===== config.mk =====
export PLATFORM = sky130hd
export DESIGN_NAME = http_chunked_body_decoder
export DESIGN_NICKNAME = d
export VERILOG_FILES = /design/src/rtl/core/hcbd_pkg.sv /design/src/rtl/core/http_chunked_body_decoder.sv /design/src/rtl/core/hcbd_core.sv
export SDC_FILE = /design/constraint.sdc
export NUM_CORES = 1
export LEC_CHECK = 0
export ABC_AREA = 1
export BUFFER_PORTS_ARGS = -buffer_cell sky130_fd_sc_hd__buf_2
export CAP_MARGIN = 30
export CORE_MARGIN = 5
export CORE_UTILIZATION = 40
export DETAILED_ROUTE_END_ITERATION = 12
export PLACE_DENSITY = 0.53
export SLEW_MARGIN = 0
export SYNTH_ARGS = -nofsm -noshare
export SYNTH_HDL_FRONTEND = slang
export SYNTH_HIERARCHICAL = 1
export SYNTH_SLANG_ARGS = --single-unit

===== constraint.sdc =====
create_clock -name clk -period 6.35 [get_ports clk]
set_clock_uncertainty 0.05 [all_clocks]
set_input_delay 0.3175 -clock clk [delete_from_list [all_inputs] [get_ports clk]]
set_output_delay 0.3175 -clock clk [all_outputs]
set_load 0.01 [all_outputs]

===== src/rtl/core/hcbd_pkg.sv =====
// Shared types, character codes and character-class helpers for the
// chunked body decoder. No dependencies.
package hcbd_pkg;

    // Framing mode, one-hot
    typedef enum logic [3:0] {
        MODE_SIZE  = 4'b0001,
        MODE_DATA  = 4'b0010,
        MODE_CRLF  = 4'b0100,
        MODE_TRAIL = 4'b1000
    } mode_t;

    // Chunk-size line parser phase, one-hot
    typedef enum logic [8:0] {
        PH_LWS    = 9'b0_0000_0001,
        PH_HEX    = 9'b0_0000_0010,
        PH_POSTWS = 9'b0_0000_0100,
        PH_EXTWS  = 9'b0_0000_1000,
        PH_NAME   = 9'b0_0001_0000,
        PH_EQ     = 9'b0_0010_0000,
        PH_TOKVAL = 9'b0_0100_0000,
        PH_QUOTED = 9'b0_1000_0000,
        PH_ESC    = 9'b1_0000_0000
    } phase_t;

    // Error codes
    localparam logic [1:0] ERR_NONE  = 2'd0;
    localparam logic [1:0] ERR_PROTO = 2'd1;
    localparam logic [1:0] ERR_SPACE = 2'd2;

    // Character codes
    localparam logic [7:0] CH_CR    = 8'h0D;
    localparam logic [7:0] CH_LF    = 8'h0A;
    localparam logic [7:0] CH_SP    = 8'h20;
    localparam logic [7:0] CH_TAB   = 8'h09;
    localparam logic [7:0] CH_SEMI  = 8'h3B;
    localparam logic [7:0] CH_EQ    = 8'h3D;
    localparam logic [7:0] CH_QUOTE = 8'h22;
    localparam logic [7:0] CH_BSL   = 8'h5C;
    localparam logic [7:0] CH_DEL   = 8'h7F;

    // Line terminators as seen in the recent-byte window
    localparam logic [15:0] CRLF_PAIR   = 16'h0D0A;
    localparam logic [31:0] CRLF_DOUBLE = 32'h0D0A0D0A;

    // One result transaction
    typedef struct packed {
        logic       body_valid;
        logic [7:0] body_byte;
        logic       body_done;
        logic       trailers_present;
        logic [1:0] error_code;
    } result_t;

    function automatic logic is_ws(input logic [7:0] c);
        return (c == CH_SP) || (c == CH_TAB);
    endfunction

    function automatic logic is_tok(input logic [7:0] c);
        logic alnum;
        logic punct;
        alnum = (c >= 8'h30 && c <= 8'h39) || (c >= 8'h41 && c <= 8'h5A) ||
                (c >= 8'h61 && c <= 8'h7A);
        punct = (c == 8'h21) || (c == 8'h23) || (c == 8'h24) || (c == 8'h25) ||
                (c == 8'h26) || (c == 8'h27) || (c == 8'h2A) || (c == 8'h2B) ||
                (c == 8'h2D) || (c == 8'h2E) || (c == 8'h5E) || (c == 8'h5F) ||
                (c == 8'h60) || (c == 8'h7C) || (c == 8'h7E);
        return alnum || punct;
    endfunction

    // Returns {valid, digit}
    function automatic logic [4:0] hex_digit(input logic [7:0] c);
        logic [4:0] r;
        r = 5'd0;
        if (c >= 8'h30 && c <= 8'h39) begin
            r = {1'b1, c[3:0]};
        end
        else if ((c >= 8'h61 && c <= 8'h66) || (c >= 8'h41 && c <= 8'h46)) begin
            r = {1'b1, c[3:0] + 4'd9};
        end
        return r;
    endfunction

endpackage


===== src/rtl/core/http_chunked_body_decoder.sv =====
// HTTP/1.1 chunked body decoder: one input byte gives one result transaction.
// The accepted byte waits in the input stage, then moves to the result stage once
// that is free or being taken. Throughput: 1 byte per cycle while out_ready holds;
// the state update is one pass of logic in hcbd_core.
// Reset (rst_n, async, active low) empties both stages and returns the framing
// state to the start of a chunk-size line with no error. Depends on hcbd_pkg, hcbd_core.
module http_chunked_body_decoder #(
    parameter int LINE_BYTES = 4096
) (
    input  logic       clk,
    input  logic       rst_n,
    input  logic       in_valid,
    output logic       in_ready,
    input  logic [7:0] data_byte,
    output logic       out_valid,
    input  logic       out_ready,
    output logic       body_valid,
    output logic [7:0] body_byte,
    output logic       body_done,
    output logic       trailers_present,
    output logic [1:0] error_code
);

    logic               stage_valid_reg, stage_valid_next;
    logic [7:0]         stage_byte_reg;
    logic               out_valid_reg, out_valid_next;
    hcbd_pkg::result_t  result_reg;
    hcbd_pkg::result_t  step_result;
    logic               advance;
    logic               in_take;

    // Move the staged byte into the result register when it is free
    assign advance  = stage_valid_reg && (!out_valid_reg || out_ready);
    assign in_ready = !stage_valid_reg || advance;
    assign in_take  = in_valid && in_ready;

    assign stage_valid_next = in_take ? 1'b1 : (advance ? 1'b0 : stage_valid_reg);
    assign out_valid_next   = advance ? 1'b1 : (out_ready ? 1'b0 : out_valid_reg);

    hcbd_core #(
        .LINE_BYTES (LINE_BYTES)
    ) u_core (
        .clk       (clk),
        .rst_n     (rst_n),
        .step_en   (advance),
        .data_byte (stage_byte_reg),
        .result    (step_result)
    );

    // Hold control of both stages
    always_ff @(posedge clk or negedge rst_n)
    begin
        if (!rst_n) begin
            stage_valid_reg <= 1'b0;
            out_valid_reg   <= 1'b0;
        end
        else begin
            stage_valid_reg <= stage_valid_next;
            out_valid_reg   <= out_valid_next;
        end
    end

    // Capture payloads
    always_ff @(posedge clk)
    begin
        if (in_take) begin
            stage_byte_reg <= data_byte;
        end
        if (advance) begin
            result_reg <= step_result;
        end
    end

    assign out_valid        = out_valid_reg;
    assign body_valid       = result_reg.body_valid;
    assign body_byte        = result_reg.body_byte;
    assign body_done        = result_reg.body_done;
    assign trailers_present = result_reg.trailers_present;
    assign error_code       = result_reg.error_code;

endmodule


===== src/rtl/core/hcbd_core.sv =====
// Framing state and single-byte update for the chunked body decoder.
// Depends on hcbd_pkg.
module hcbd_core #(
    parameter int LINE_BYTES = 4096
) (
    input  logic                    clk,
    input  logic                    rst_n,
    input  logic                    step_en,
    input  logic [7:0]              data_byte,
    output hcbd_pkg::result_t       result
);

    localparam int LC_W = $clog2(LINE_BYTES + 1);
    localparam logic [LC_W-1:0] LINE_MAX = LC_W'(LINE_BYTES);
    localparam logic [LC_W-1:0] LC_ONE   = LC_W'(1);
    localparam logic [LC_W-1:0] LC_TWO   = LC_W'(2);
    localparam logic [LC_W-1:0] LC_FOUR  = LC_W'(4);

    hcbd_pkg::mode_t  mode_reg, mode_next;
    hcbd_pkg::phase_t phase_reg, phase_next;
    logic [63:0]      remaining_reg, remaining_next;
    logic [LC_W-1:0]  line_count_reg, line_count_next;
    logic [23:0]      recent_reg, recent_next;
    logic             line_bad_reg, line_bad_next;
    logic [1:0]       error_reg, error_next;

    logic [7:0]       prev;
    logic [31:0]      last4;
    logic [4:0]       hex;
    logic             digit_ovf;
    logic [63:0]      digit_acc;
    logic [63:0]      rem_dec;
    logic [LC_W-1:0]  lc_inc;
    logic             line_ok;
    logic             tok;
    logic             ws;
    logic             done;
    logic             trl;

    assign prev      = recent_reg[7:0];
    assign last4     = {recent_reg, data_byte};
    assign hex       = hcbd_pkg::hex_digit(data_byte);
    assign digit_ovf = remaining_reg[63:60] != 4'd0;
    assign digit_acc = {remaining_reg[59:0], hex[3:0]};
    assign rem_dec   = remaining_reg - 64'd1;
    assign lc_inc    = line_count_reg + LC_ONE;
    assign tok       = hcbd_pkg::is_tok(data_byte);
    assign ws        = hcbd_pkg::is_ws(data_byte);
    assign line_ok   = (phase_reg == hcbd_pkg::PH_HEX) || (phase_reg == hcbd_pkg::PH_POSTWS) ||
                       (phase_reg == hcbd_pkg::PH_NAME) || (phase_reg == hcbd_pkg::PH_TOKVAL);

    // Compute next state and the result for the byte in the input stage
    always_comb
    begin
        mode_next       = mode_reg;
        phase_next      = phase_reg;
        remaining_next  = remaining_reg;
        line_count_next = line_count_reg;
        recent_next     = recent_reg;
        line_bad_next   = line_bad_reg;
        error_next      = error_reg;
        done            = 1'b0;
        trl             = 1'b0;
        result          = '0;

        if (error_reg == hcbd_pkg::ERR_NONE) begin
            unique case (mode_reg)
                hcbd_pkg::MODE_SIZE:
                begin
                    if (line_count_reg >= LINE_MAX) begin
                        error_next = hcbd_pkg::ERR_SPACE;
                    end
                    else if (data_byte == hcbd_pkg::CH_LF && prev == hcbd_pkg::CH_CR) begin
                        line_count_next = lc_inc;
                        if (line_bad_reg || !line_ok) begin
                            error_next = hcbd_pkg::ERR_PROTO;
                        end
                        else begin
                            mode_next = (remaining_reg != 64'd0) ? hcbd_pkg::MODE_DATA
                                                                 : hcbd_pkg::MODE_TRAIL;
                            line_count_next = '0;
                            recent_next     = '0;
                            line_bad_next   = 1'b0;
                            phase_next      = hcbd_pkg::PH_LWS;
                        end
                    end
                    else begin
                        line_count_next = lc_inc;
                        recent_next     = last4[23:0];
                        // A CR not followed by LF spoils the line
                        if (prev == hcbd_pkg::CH_CR) begin
                            line_bad_next = 1'b1;
                        end
                        if (data_byte != hcbd_pkg::CH_CR) begin
                            unique case (phase_reg)
                                hcbd_pkg::PH_LWS:
                                begin
                                    if (!ws) begin
                                        if (!hex[4]) begin
                                            line_bad_next = 1'b1;
                                        end
                                        else begin
                                            if (digit_ovf) line_bad_next = 1'b1;
                                            else remaining_next = digit_acc;
                                            phase_next = hcbd_pkg::PH_HEX;
                                        end
                                    end
                                end
                                hcbd_pkg::PH_HEX:
                                begin
                                    if (hex[4]) begin
                                        if (digit_ovf) line_bad_next = 1'b1;
                                        else remaining_next = digit_acc;
                                    end
                                    else if (data_byte == hcbd_pkg::CH_SEMI) begin
                                        phase_next = hcbd_pkg::PH_EXTWS;
                                    end
                                    else if (ws) phase_next = hcbd_pkg::PH_POSTWS;
                                    else line_bad_next = 1'b1;
                                end
                                hcbd_pkg::PH_POSTWS:
                                begin
                                    if (data_byte == hcbd_pkg::CH_SEMI) begin
                                        phase_next = hcbd_pkg::PH_EXTWS;
                                    end
                                    else if (!ws) line_bad_next = 1'b1;
                                end
                                hcbd_pkg::PH_EXTWS:
                                begin
                                    if (tok) phase_next = hcbd_pkg::PH_NAME;
                                    else if (!ws) line_bad_next = 1'b1;
                                end
                                hcbd_pkg::PH_NAME, hcbd_pkg::PH_TOKVAL:
                                begin
                                    if (!tok) begin
                                        if (data_byte == hcbd_pkg::CH_EQ &&
                                            phase_reg == hcbd_pkg::PH_NAME) begin
                                            phase_next = hcbd_pkg::PH_EQ;
                                        end
                                        else if (ws) phase_next = hcbd_pkg::PH_POSTWS;
                                        else if (data_byte == hcbd_pkg::CH_SEMI) begin
                                            phase_next = hcbd_pkg::PH_EXTWS;
                                        end
                                        else line_bad_next = 1'b1;
                                    end
                                end
                                hcbd_pkg::PH_EQ:
                                begin
                                    if (data_byte == hcbd_pkg::CH_QUOTE) begin
                                        phase_next = hcbd_pkg::PH_QUOTED;
                                    end
                                    else if (tok) phase_next = hcbd_pkg::PH_TOKVAL;
                                    else line_bad_next = 1'b1;
                                end
                                hcbd_pkg::PH_QUOTED:
                                begin
                                    if (data_byte == hcbd_pkg::CH_QUOTE) begin
                                        phase_next = hcbd_pkg::PH_POSTWS;
                                    end
                                    else if (data_byte == hcbd_pkg::CH_BSL) begin
                                        phase_next = hcbd_pkg::PH_ESC;
                                    end
                                    else if ((data_byte < hcbd_pkg::CH_SP &&
                                              data_byte != hcbd_pkg::CH_TAB) ||
                                             data_byte == hcbd_pkg::CH_DEL) begin
                                        line_bad_next = 1'b1;
                                    end
                                end
                                hcbd_pkg::PH_ESC:
                                begin
                                    // Escaped control bytes are not allowed
                                    if (data_byte < hcbd_pkg::CH_SP ||
                                        data_byte == hcbd_pkg::CH_DEL) begin
                                        line_bad_next = 1'b1;
                                    end
                                    else phase_next = hcbd_pkg::PH_QUOTED;
                                end
                                default:
                                begin
                                    line_bad_next = 1'b1;
                                end
                            endcase
                        end
                    end
                end
                hcbd_pkg::MODE_DATA:
                begin
                    result.body_valid = 1'b1;
                    result.body_byte  = data_byte;
                    remaining_next    = rem_dec;
                    if (rem_dec == 64'd0) begin
                        mode_next       = hcbd_pkg::MODE_CRLF;
                        line_count_next = '0;
                    end
                end
                hcbd_pkg::MODE_CRLF:
                begin
                    if (data_byte != ((line_count_reg != '0) ? hcbd_pkg::CH_LF
                                                             : hcbd_pkg::CH_CR)) begin
                        error_next = hcbd_pkg::ERR_PROTO;
                    end
                    else if (lc_inc == LC_TWO) begin
                        mode_next       = hcbd_pkg::MODE_SIZE;
                        remaining_next  = '0;
                        line_count_next = '0;
                        recent_next     = '0;
                        line_bad_next   = 1'b0;
                        phase_next      = hcbd_pkg::PH_LWS;
                    end
                    else begin
                        line_count_next = lc_inc;
                    end
                end
                hcbd_pkg::MODE_TRAIL:
                begin
                    if (line_count_reg >= LINE_MAX) begin
                        error_next = hcbd_pkg::ERR_SPACE;
                    end
                    else begin
                        line_count_next = lc_inc;
                        recent_next     = last4[23:0];
                        if (lc_inc == LC_TWO && last4[15:0] == hcbd_pkg::CRLF_PAIR) begin
                            done = 1'b1;
                        end
                        else if (lc_inc >= LC_FOUR && last4 == hcbd_pkg::CRLF_DOUBLE) begin
                            done = 1'b1;
                            trl  = 1'b1;
                        end
                        // Body complete: back to a fresh size line
                        if (done) begin
                            mode_next       = hcbd_pkg::MODE_SIZE;
                            remaining_next  = '0;
                            line_count_next = '0;
                            recent_next     = '0;
                            line_bad_next   = 1'b0;
                            phase_next      = hcbd_pkg::PH_LWS;
                        end
                    end
                end
                default:
                begin
                    error_next = hcbd_pkg::ERR_PROTO;
                end
            endcase
        end

        // Drop everything but the code once an error is latched
        result.body_done        = done;
        result.trailers_present = trl;
        if (error_next != hcbd_pkg::ERR_NONE) begin
            result = '0;
        end
        result.error_code = error_next;
    end

    // Advance the state on each processed transaction
    always_ff @(posedge clk or negedge rst_n)
    begin
        if (!rst_n) begin
            mode_reg       <= hcbd_pkg::MODE_SIZE;
            phase_reg      <= hcbd_pkg::PH_LWS;
            remaining_reg  <= '0;
            line_count_reg <= '0;
            recent_reg     <= '0;
            line_bad_reg   <= 1'b0;
            error_reg      <= hcbd_pkg::ERR_NONE;
        end
        else if (step_en) begin
            mode_reg       <= mode_next;
            phase_reg      <= phase_next;
            remaining_reg  <= remaining_next;
            line_count_reg <= line_count_next;
            recent_reg     <= recent_next;
            line_bad_reg   <= line_bad_next;
            error_reg      <= error_next;
        end
    end

endmodule


==> results.ini, run 1 <==
[status]
outcome = completed

[pwr]
switchingPower_uw = 533.5
power_mw = 2.078
internal_power_mw = 1.545
p_per_area_nw_per_um2 = 183.4
p_leak_nw = 6.288
irDropWorstVdd_mv = 0.1401
swShare_pct = 25.67
pwr-share-clk_pct = 51.7
combPwrFrac_pct = 3.7
seqPwrFrac_pct = 44.6

[detailed_routing]
met1_length_microns = 14560
dr.pass1.iters = 5
routed-wl-met2_microns = 15730
drc = 0
wl_microns = 32440
wl_met3_microns = 1080
vias = 10515
ant_nets = 0
top_layer_used = met4
viasPerCell = 5.242
drtIter0Drc = 735
route.detailed.wl_per_inst_microns = 16.17

[placed_design]
place_congestion = 0.9282
dpl_worst_slack_ps = 2129
place_inst = 1965
io_buffers = 26
hpwlAfterDp_microns = 24270

[layout]
final_cell_mix = 576 x nand2_1, 252 x nor2_1, 177 x nand3_1
drive_gt1_share_pct = 5.967
instances_no_fill = 2006
num_antenna_cells = 0
fin_util_pct = 45.00
fillers = 2748
final_nets = 1685
syn2layout_area_growth_pct = 11.07
largest_reg_flops = 64
layout_commonest_cell = nand2_1

[sta]
finalSetupViolCount = 0
slew_viol_final = 0
hold_violations = 0
tns_ps = 0
period_needed_ps = 4310
rsz0062_at_grt = no
slew_headroom_pct = 32.69
fin_crit_sh_pct = 67.87
finalWorstSetupSlack_ps = 2040
tightest_slew_ps = 1009
fmax_mhz = 232.0

[worst_setup_path]
worstSetupStartpointType = flop
reg2reg_slack_ps = 2040
r2r_end = u_core/remaining_reg[1]$_DFFE_PN0P_
path_class = reg -> reg
rr_startpoint = stage_byte_reg[0]$_DFFE_PP_
critPathArrivalTime_ps = 4560
required_ps = 6600
cp_max_fo = 63
startpoint = stage_byte_reg[0]$_DFFE_PP_
cp-end-kind = flop
reg2reg_depth = 13

[synthesis]
synth-main-ff-cell = dfrtp_1
synthArstFlopShare_pct = 85.00
synthMuxAreaShare_pct = 0
syn_area_per_cell_sq_um = 6.206
syn_area_sq_um = 10200
synth_top_family_by_area = simple AND/OR/NAND/NOR gates
synthCells = 1644
ys_seq_area_share_pct = 35.39
synth_edf_count = 21
ys_types = 41
synthSimpleGateAreaFrac_pct = 43.59
yosysWarnings = 6
synth_seq_cells = 140
synth_xor_area_share_pct = 0.8585
synthAdderAreaFrac_pct = 1.226
synth_compound_area_share_pct = 10.09
synthesis.nets = 1666

[cts]
htree_levels = 4
cts_buffers = 17
clock_latency_ps = 440
tritoncts = built
cts.sinks = 140
clkTransAtPathRegs_ps = 80
ctsResizeCount = 0
cts.path.max_buffers = 2
cts_root_buffer = clkbuf_16
cts_hold_buf = 8
cts_setup_buffers = 0

[die]
rows = 58
die_h_microns = 169.7
ios = 27
core_area_sq_um = 25180
dieArea_sq_um = 28800
dieWidth_microns = 169.7
start_util_pct = 40.51

[global_route]
antenna_found_initial = 0
grt.overflow.total = 0
grt_pass1_wl_microns = 53160
grt_usage_pct = 22.96
grt_pass1_vias = 10349
grt_max_degree = 67

[worst_hold_path]
holdPathEnd = stage_valid_reg$_DFFE_PN0P_
hold_path.class = in -> reg
hp-start = in_valid
hold_depth = 3

[run]
maxCapViolations = 0

[power groups by stage]
stage / registers (mW) / logic [mW] / clock network, mW
4_1_cts: 0.927 / 0.0786 / 1.10
2_1_floorplan: 0.945 / 0.0332 / 0
5_1_grt: 0.928 / 0.0884 / 1.14
3_3_place_gp: 0.945 / 0.0748 / 0
3_5_place_dp: 0.945 / 0.0744 / 0
6_report: 0.927 / 0.0771 / 1.07
[worst max path at each step]
stage | end | slack, ps | depth (start not counted)
after floorplan | u_core/remaining_reg[24]$_DFFE_PN0P_ | 3650 | 10
after global placement | u_core/remaining_reg[4]$_DFFE_PN0P_ | 1930 | 12
after detailed placement | u_core/remaining_reg[4]$_DFFE_PN0P_ | 2130 | 13
after CTS | u_core/remaining_reg[4]$_DFFE_PN0P_ | 2100 | 13
after global routing | u_core/remaining_reg[11]$_DFFE_PN0P_ | 1680 | 14
final | u_core/remaining_reg[1]$_DFFE_PN0P_ | 2040 | 13
[synth_stat cells, types with 2 or more instances]
master / count / area, sq um
dfstp_2: 2 / 52.55
nor3_1: 21 / 105.1
edfxtp_1: 21 / 630.6
buf_6: 4 / 45.04
buf_2: 9 / 45.04
nand2_1: 577 / 2166
nor2_2: 6 / 37.54
nand2_2: 4 / 25.02
nand4_1: 26 / 162.7
inv_2: 8 / 30.03
nand3_1: 177 / 885.9
dfrtp_1: 117 / 2928
o21a_1: 2 / 15.01
inv_1: 174 / 653.1
nor4_1: 2 / 12.51
o22ai_1: 80 / 500.5
a21oi_1: 39 / 195.2
nor3_4: 2 / 32.53
xor2_1: 10 / 87.58
or2_2: 3 / 18.77
o21ai_1: 2 / 10.01
clkbuf_1: 29 / 108.9
o211ai_1: 3 / 22.52
nor3b_1: 2 / 15.01
o21ai_0: 48 / 240.2
nor2_1: 252 / 945.9
ha_1: 10 / 125.1
[cell type report]
type	instances	area (sq um)	share of cell area, %
inverter	183	686.9	6.062
clock inverter	15	190.2	1.678
tap	330	412.9	3.644
clock buffer	17	425.4	3.754
sequential	140	3611	31.86
timing repair buffer	45	310.3	2.738
multi-input combinational	1276	5695	50.26
[worst max-delay path: stages (launching register included)]
cell and delay, ps:
edfxtp_1 520, inv_1 310, ha_1 230, inv_1 90, nor2_1 140, inv_1 70, nor3_1 640, inv_1 130
a31oi_1 360, nor3_4 70, buf_4 350, nand2_2 530, buf_4 500, o21ai_0 140
[stage by stage]
stage | cell area, sq um | hold WS (ps)
finish | 11330 | 28.32
floorplan | 10200 | -28.09
global route | 11330 | 55.60
global placement | 10600 | 311.3
CTS | 11320 | 1.137
detailed placement | 10630 | 312.1
[per-layer routing]
metal	vias to the layer above	track usage (%)
met5	-	0
met4	0	8.645
li1	5376	-
met2	214	39.94
met1	4866	28.92
met3	59	3.238
[kinds of logic (layout without fill, tap and decap cells)]
family	count (synthesis)	in the layout
adder cells (fa/ha/maj)	10	10
flip-flops	140	140
AO/OA/AOI/OAI	180	180
XOR/XNOR	10	10
AND/OR/NAND/NOR	1076	1076
buffers and inverters	228	260
Power figures use the tool's default switching activity.
==> inputs of run 2 (changes only) <==
--- a/config.mk
+++ b/config.mk
@@ -11,7 +11,7 @@
 export CORE_MARGIN = 5
 export CORE_UTILIZATION = 40
 export DETAILED_ROUTE_END_ITERATION = 12
-export PLACE_DENSITY = 0.53
+export PLACE_DENSITY = 0.55
 export SLEW_MARGIN = 0
 export SYNTH_ARGS = -nofsm -noshare
 export SYNTH_HDL_FRONTEND = slang
==> constraint.sdc (replaced) <==
create_clock -name clk -period 3.7 [get_ports clk]
set_clock_uncertainty 0.05 [all_clocks]
set_input_delay 0.185 -clock clk [delete_from_list [all_inputs] [get_ports clk]]
set_output_delay 0.185 -clock clk [all_outputs]
set_load 0.01 [all_outputs]
==> results.ini, run 2 (synthesis gave the netlist of run 1 again) <==
[sta]
rsz0062_at_grt = no
tns_ps = 0  ; unchanged
slew_headroom_pct = 47.35  ; +15 points
tightest_slew_ps = 788.6  ; -220.0 ps
fin_hold_ws_ps = 203.7  ; +175.4 ps
fmax_mhz = 297.6  ; +28%
slew_viol_final = 0  ; unchanged
finalSetupViolCount = 0  ; unchanged
fin_crit_sh_pct = 90.81  ; +23 points
period_needed_ps = 3360  ; -949.8 ps
hold_violations = 0  ; unchanged

[worst_setup_path]
required_ps = 3980  ; -2620 ps
reg2reg_slack_ps = 340  ; -1700 ps
critPathArrivalTime_ps = 3640  ; -920 ps
cp_max_fo = 13  ; -79%
worstSetupStartpointType = flop
path_class = reg -> reg
cp-end-kind = flop

[placed_design]
io_buffers = 26  ; unchanged
place_congestion = 0.9842  ; +6.0%
hpwlAfterDp_microns = 24340  ; +0.27%

[status]
outcome = completed

[die]
ios = 27  ; unchanged
dieWidth_microns = 169.7  ; unchanged
core_area_sq_um = 25180  ; unchanged
rows = 58  ; unchanged
dieArea_sq_um = 28800  ; unchanged
die_h_microns = 169.7  ; unchanged
start_util_pct = 40.51  ; unchanged

[cts]
clkTransAtPathRegs_ps = 70  ; about the same
htree_levels = 4  ; unchanged
clock_latency_ps = 440  ; about the same
tritoncts = built
cts_buffers = 17  ; unchanged
cts.sinks = 140  ; unchanged
cts_root_buffer = clkbuf_16
cts.path.max_buffers = 2  ; unchanged

[layout]
drive_gt1_share_pct = 6.903  ; +0.94 points
syn2layout_area_growth_pct = 12.80
largest_reg_flops = 64  ; unchanged
final_cell_mix = 576 x nand2_1, 251 x nor2_1, 177 x nand3_1
final_nets = 1704  ; +1.1%
fillers = 2675  ; -2.7%
num_antenna_cells = 0  ; unchanged
layout_commonest_cell = nand2_1

[global_route]
antenna_found_initial = 0  ; unchanged
grt_max_degree = 67  ; unchanged
grt.overflow.total = 0  ; unchanged
grt_usage_pct = 22.96  ; about the same
grt_pass1_vias = 10381  ; +0.31%
grt_pass1_wl_microns = 53350  ; +0.36%

[pwr]
p_per_area_nw_per_um2 = 302.8  ; +65%
irDropWorstVdd_mv = 0.2075  ; +48%
p_leak_nw = 6.383  ; +1.5%

[detailed_routing]
drtIter0Drc = 831  ; +13%
drc = 0  ; unchanged
wl_microns = 32340  ; -0.32%
route.detailed.wl_per_inst_microns = 15.97  ; -1.3%
viasPerCell = 5.295  ; +1.0%
dr.pass1.iters = 7  ; +2
ant_nets = 0  ; unchanged
vias = 10723  ; +2.0%

[worst_hold_path]
hold_path.class = in -> async

[run]
maxCapViolations = 0  ; unchanged

==> run 2: critical path, cell delays in order (launching register included) <==
cell and delay [ps]:
dfrtp_1 420, inv_1 110, ha_1 310, inv_1 120, nor2_2 250, nand2_1 230, nor2_1 310, nand2_1 80
nand2_1 110, nand2_1 60, nor2_1 120, nand2_1 60, nor3_1 240, nand3_1 210, nand2_2 190, nand2_2 190
nand2_1 130, nand2_1 60
==> run 2: metrics by stage <==
| stage | util, % | instance area [sq um] | std cells | total power, mW | setup slack (ps) |
|---|---|---|---|---|---|
| after floorplan | - | 10200 | 1644 | 1.679 | 997.1 |
| after global placement | 42.70 | 10750 | 1980 | 1.749 | 342.9 |
| after detailed placement | 42.78 | 10770 | 1981 | 1.751 | 274.4 |
| after CTS | 45.69 | 11510 | 2025 | 3.536 | 279.5 |
| after global routing | 45.70 | 11510 | 2025 | 3.634 | 44.78 |
| final | 45.70 | 11510 | 2025 | 3.485 | 340.2 |
==> run 2: area by class of cell <==
type / count / area, sq um / area share, %
sequential: 140 / 3611 / 31.38
timing repair buffer: 64 / 485.5 / 4.218
multi-input combinational: 1276 / 5698 / 49.51
clock inverter: 15 / 188.9 / 1.642
tap: 330 / 412.9 / 3.588
inverter: 183 / 686.9 / 5.969
clock buffer: 17 / 425.4 / 3.696
==> run 2: what timing repair did <==
item                                    CTS  global route
buffers inserted                          0             0
endpoints found under the setup margin    0            13
resized for setup                         0             1
endpoints found under the hold margin    46             0
hold buffers                             12             0
==> run 2: per-layer routing <==
metal | vias to the layer above | track usage (%) | wire [microns]
met5 | - | 0 | 0
met4 | 0 | 9.520 | 1281
met3 | 78 | 4.053 | 1501
met2 | 322 | 38.39 | 15280
met1 | 4915 | 29.37 | 14280
li1 | 5408 | - | -
==> run 2: path summary, 6_finish.rpt <==
path                                                          start                                    to  cells after the start
min in group clk                                       data_byte[4]           stage_byte_reg[4]$_DFFE_PP_                      2
worst max register to register  u_core/remaining_reg[0]$_DFFE_PN0P_  u_core/line_count_reg[1]$_DFFE_PN0P_                     17
max in group asynchronous                                     rst_n       u_core/phase_reg[0]$_DFFE_PN1P_                      4
worst min register to register      u_core/phase_reg[0]$_DFFE_PN1P_       u_core/phase_reg[0]$_DFFE_PN1P_                      2
worst min-delay path                                          rst_n  u_core/remaining_reg[17]$_DFFE_PN0P_                      2
worst max-delay path            u_core/remaining_reg[0]$_DFFE_PN0P_  u_core/line_count_reg[1]$_DFFE_PN0P_                     17
==> run 2: power by group <==
group,switching [mW],internal (mW)
Sequential,0.0125,1.58
Combinational,0.0948,0.0433
Clock,0.837,0.918
==> inputs of run 3 (changes only) <==
--- a/config.mk
+++ b/config.mk
@@ -6,12 +6,12 @@
 export NUM_CORES = 1
 export LEC_CHECK = 0
 export ABC_AREA = 1
-export BUFFER_PORTS_ARGS = -buffer_cell sky130_fd_sc_hd__buf_2
 export CAP_MARGIN = 30
 export CORE_MARGIN = 5
 export CORE_UTILIZATION = 40
 export DETAILED_ROUTE_END_ITERATION = 12
-export PLACE_DENSITY = 0.55
+export DONT_BUFFER_PORTS = 1
+export PLACE_DENSITY = 0.54
 export SLEW_MARGIN = 0
 export SYNTH_ARGS = -nofsm -noshare
 export SYNTH_HDL_FRONTEND = slang
==> results.ini, run 3 (synthesis gave the netlist of run 1 again) <==
[status]
outcome = completed

[cts]
cts.sinks = 140  ; unchanged
cts.path.max_buffers = 2  ; unchanged
tritoncts = built
cts_root_buffer = clkbuf_16
clock_latency_ps = 440  ; about the same
htree_levels = 4  ; unchanged
clkTransAtPathRegs_ps = 80  ; about the same
cts_buffers = 17  ; unchanged

[global_route]
grt_pass1_vias = 10436  ; +0.53%
grt_usage_pct = 23.14  ; +0.18 points
grt_pass1_wl_microns = 54170  ; +1.5%
antenna_found_initial = 0  ; unchanged
grt.overflow.total = 0  ; unchanged
grt_max_degree = 120  ; +79%

[placed_design]
hpwlAfterDp_microns = 24320  ; about the same
io_buffers = 0  ; -100%
post_dp_cell_area_sq_um = 10630  ; -1.3%
place_congestion = 0.9354  ; -5.0%
dpl_worst_slack_ps = 201.6  ; -72.81 ps

[die]
rows = 58  ; unchanged
die_h_microns = 169.7  ; unchanged
dieArea_sq_um = 28800  ; unchanged
ios = 27  ; unchanged
dieWidth_microns = 169.7  ; unchanged
start_util_pct = 40.51  ; unchanged
core_area_sq_um = 25180  ; unchanged

[pwr]
p_leak_nw = 6.301  ; -1.3%
p_per_area_nw_per_um2 = 307.1  ; +1.4%
power_mw = 3.508  ; +0.68%
irDropWorstVdd_mv = 0.2524  ; +22%

[worst_setup_path]
critPathArrivalTime_ps = 3660  ; +20 ps
path_class = reg -> reg
required_ps = 3960  ; -20 ps
cp_max_fo = 13  ; unchanged
reg2reg_slack_ps = 300  ; -40 ps
rr_startpoint = u_core/remaining_reg[6]$_DFFE_PN0P_
worstSetupStartpointType = flop
cp-end-kind = flop
reg2reg_depth = 16  ; -1
r2r_end = u_core/line_count_reg[8]$_DFFE_PN0P_

[sta]
slew_viol_final = 0  ; unchanged
finalSetupViolCount = 0  ; unchanged
finalWorstSetupSlack_ps = 297.5  ; -42.64 ps
fmax_mhz = 293.9  ; -1.3%
slew_headroom_pct = 47.75  ; +0.39 points
tightest_slew_ps = 779.6  ; -8.990 ps
hold_violations = 0  ; unchanged
rsz0062_at_grt = no
tns_ps = 0  ; unchanged
fin_crit_sh_pct = 91.96  ; +1.2 points
period_needed_ps = 3402  ; +42.64 ps

[run]
maxCapViolations = 0  ; unchanged

[layout]
final_nets = 1683  ; -1.2%
layout_commonest_cell = nand2_1
final_cell_mix = 576 x nand2_1, 252 x nor2_1, 177 x nand3_1
drive_gt1_share_pct = 5.675  ; -1.2 points
stdcell_area_sq_um = 11420  ; -0.74%
num_antenna_cells = 0  ; unchanged
syn2layout_area_growth_pct = 11.97
largest_reg_flops = 64  ; unchanged
fin_util_pct = 45.36  ; -0.34 points

[detailed_routing]
route.detailed.wl_per_inst_microns = 16.45  ; +3.0%
dr.pass1.iters = 8  ; +1
viasPerCell = 5.303  ; +0.15%
wl_microns = 32960  ; +1.9%
drc = 0  ; unchanged
vias = 10628  ; -0.89%
ant_nets = 0  ; unchanged
drtIter0Drc = 791  ; -4.8%

[worst_hold_path]
hold_depth = 2
hold_path.class = in -> reg
hp-start = in_valid
holdPathEnd = stage_byte_reg[2]$_DFFE_PP_

## run 3: cell types whose count changed in the layout (fill, tap and decap cells not counted), moves of 2 or more
cell,previous run,this run
buf_12,3,1
buf_2,25,0
buf_4,24,27
clkinv_4,3,1
nor2_2,7,5
## run 3: worst max-delay path by stage
stage,startpoint,cells after the start,end,slack (ps)
CTS,stage_byte_reg[1]$_DFFE_PP_,14,u_core/remaining_reg[20]$_DFFE_PN0P_,180
floorplan,out_valid$_DFFE_PN0P_,10,u_core/remaining_reg[24]$_DFFE_PN0P_,1000
global placement,stage_byte_reg[1]$_DFFE_PP_,14,u_core/remaining_reg[51]$_DFFE_PN0P_,310
finish,u_core/remaining_reg[6]$_DFFE_PN0P_,16,u_core/line_count_reg[8]$_DFFE_PN0P_,300
global route,u_core/remaining_reg[2]$_DFFE_PN0P_,16,u_core/line_count_reg[5]$_DFFE_PN0P_,10
detailed placement,stage_byte_reg[1]$_DFFE_PP_,14,u_core/remaining_reg[20]$_DFFE_PN0P_,200
## run 3: area by class of cell
| type | count | area [sq um] |
|---|---|---|
| fillers | 2733 | 13760 |
| multi-input cells | 1277 | 5710 |
| flip-flops and latches | 140 | 3611 |
| inverters | 183 | 686.9 |
| clock buffers | 17 | 425.4 |
| well taps | 330 | 412.9 |
| repair buffers | 42 | 381.6 |
| clock inverters | 15 | 195.2 |
## run 3: where the power goes
group	total (mW)	internal, mW	leakage [nW]	switching (mW)
sequential	1.60	1.58	1.72	0.0167
clock	1.79	0.923	0.297	0.865
combinational	0.125	0.0339	4.29	0.0912
total	3.51	2.54	6.30	0.973
## run 3: what timing repair did
item	4_1_cts	5_1_grt
setup buffers	0	1
hold buffers	13	0
endpoints found under the hold margin	129	0
gates resized for setup	0	2
setup endpoints to repair	0	48
## run 3: layer usage
layer / wire, microns / GRT usage (%) / vias up
li1: - / - / 5365
met1: 14670 / 29.83 / 4971
met2: 16050 / 40.19 / 253
met3: 1414 / 3.704 / 39
met5: 0 / 0 / -
met4: 826 / 6.615 / 0
## run 3: worst max-delay path, stage by stage, from the launching register on
cell,delay (ps)
dfrtp_1,440
nor2_1,240
nand2_1,150
nor2_4,230
nand2_1,180
nor2_1,530
nand2_1,100
nand2_1,150
nand2_1,70
nor2_1,100
nand2_1,60
nor3_1,260
nand3_1,180
nand2_2,170
nand2_2,200
nand2_1,120
nand2_1,60
## run 3: per-stage QoR
stage,hold WS (ps),instances
finish,76.11,2004
global route,79.35,2004
CTS,61.03,2002
detailed placement,-152.9,1957
global placement,-153.7,1957
floorplan,-160.6,1644
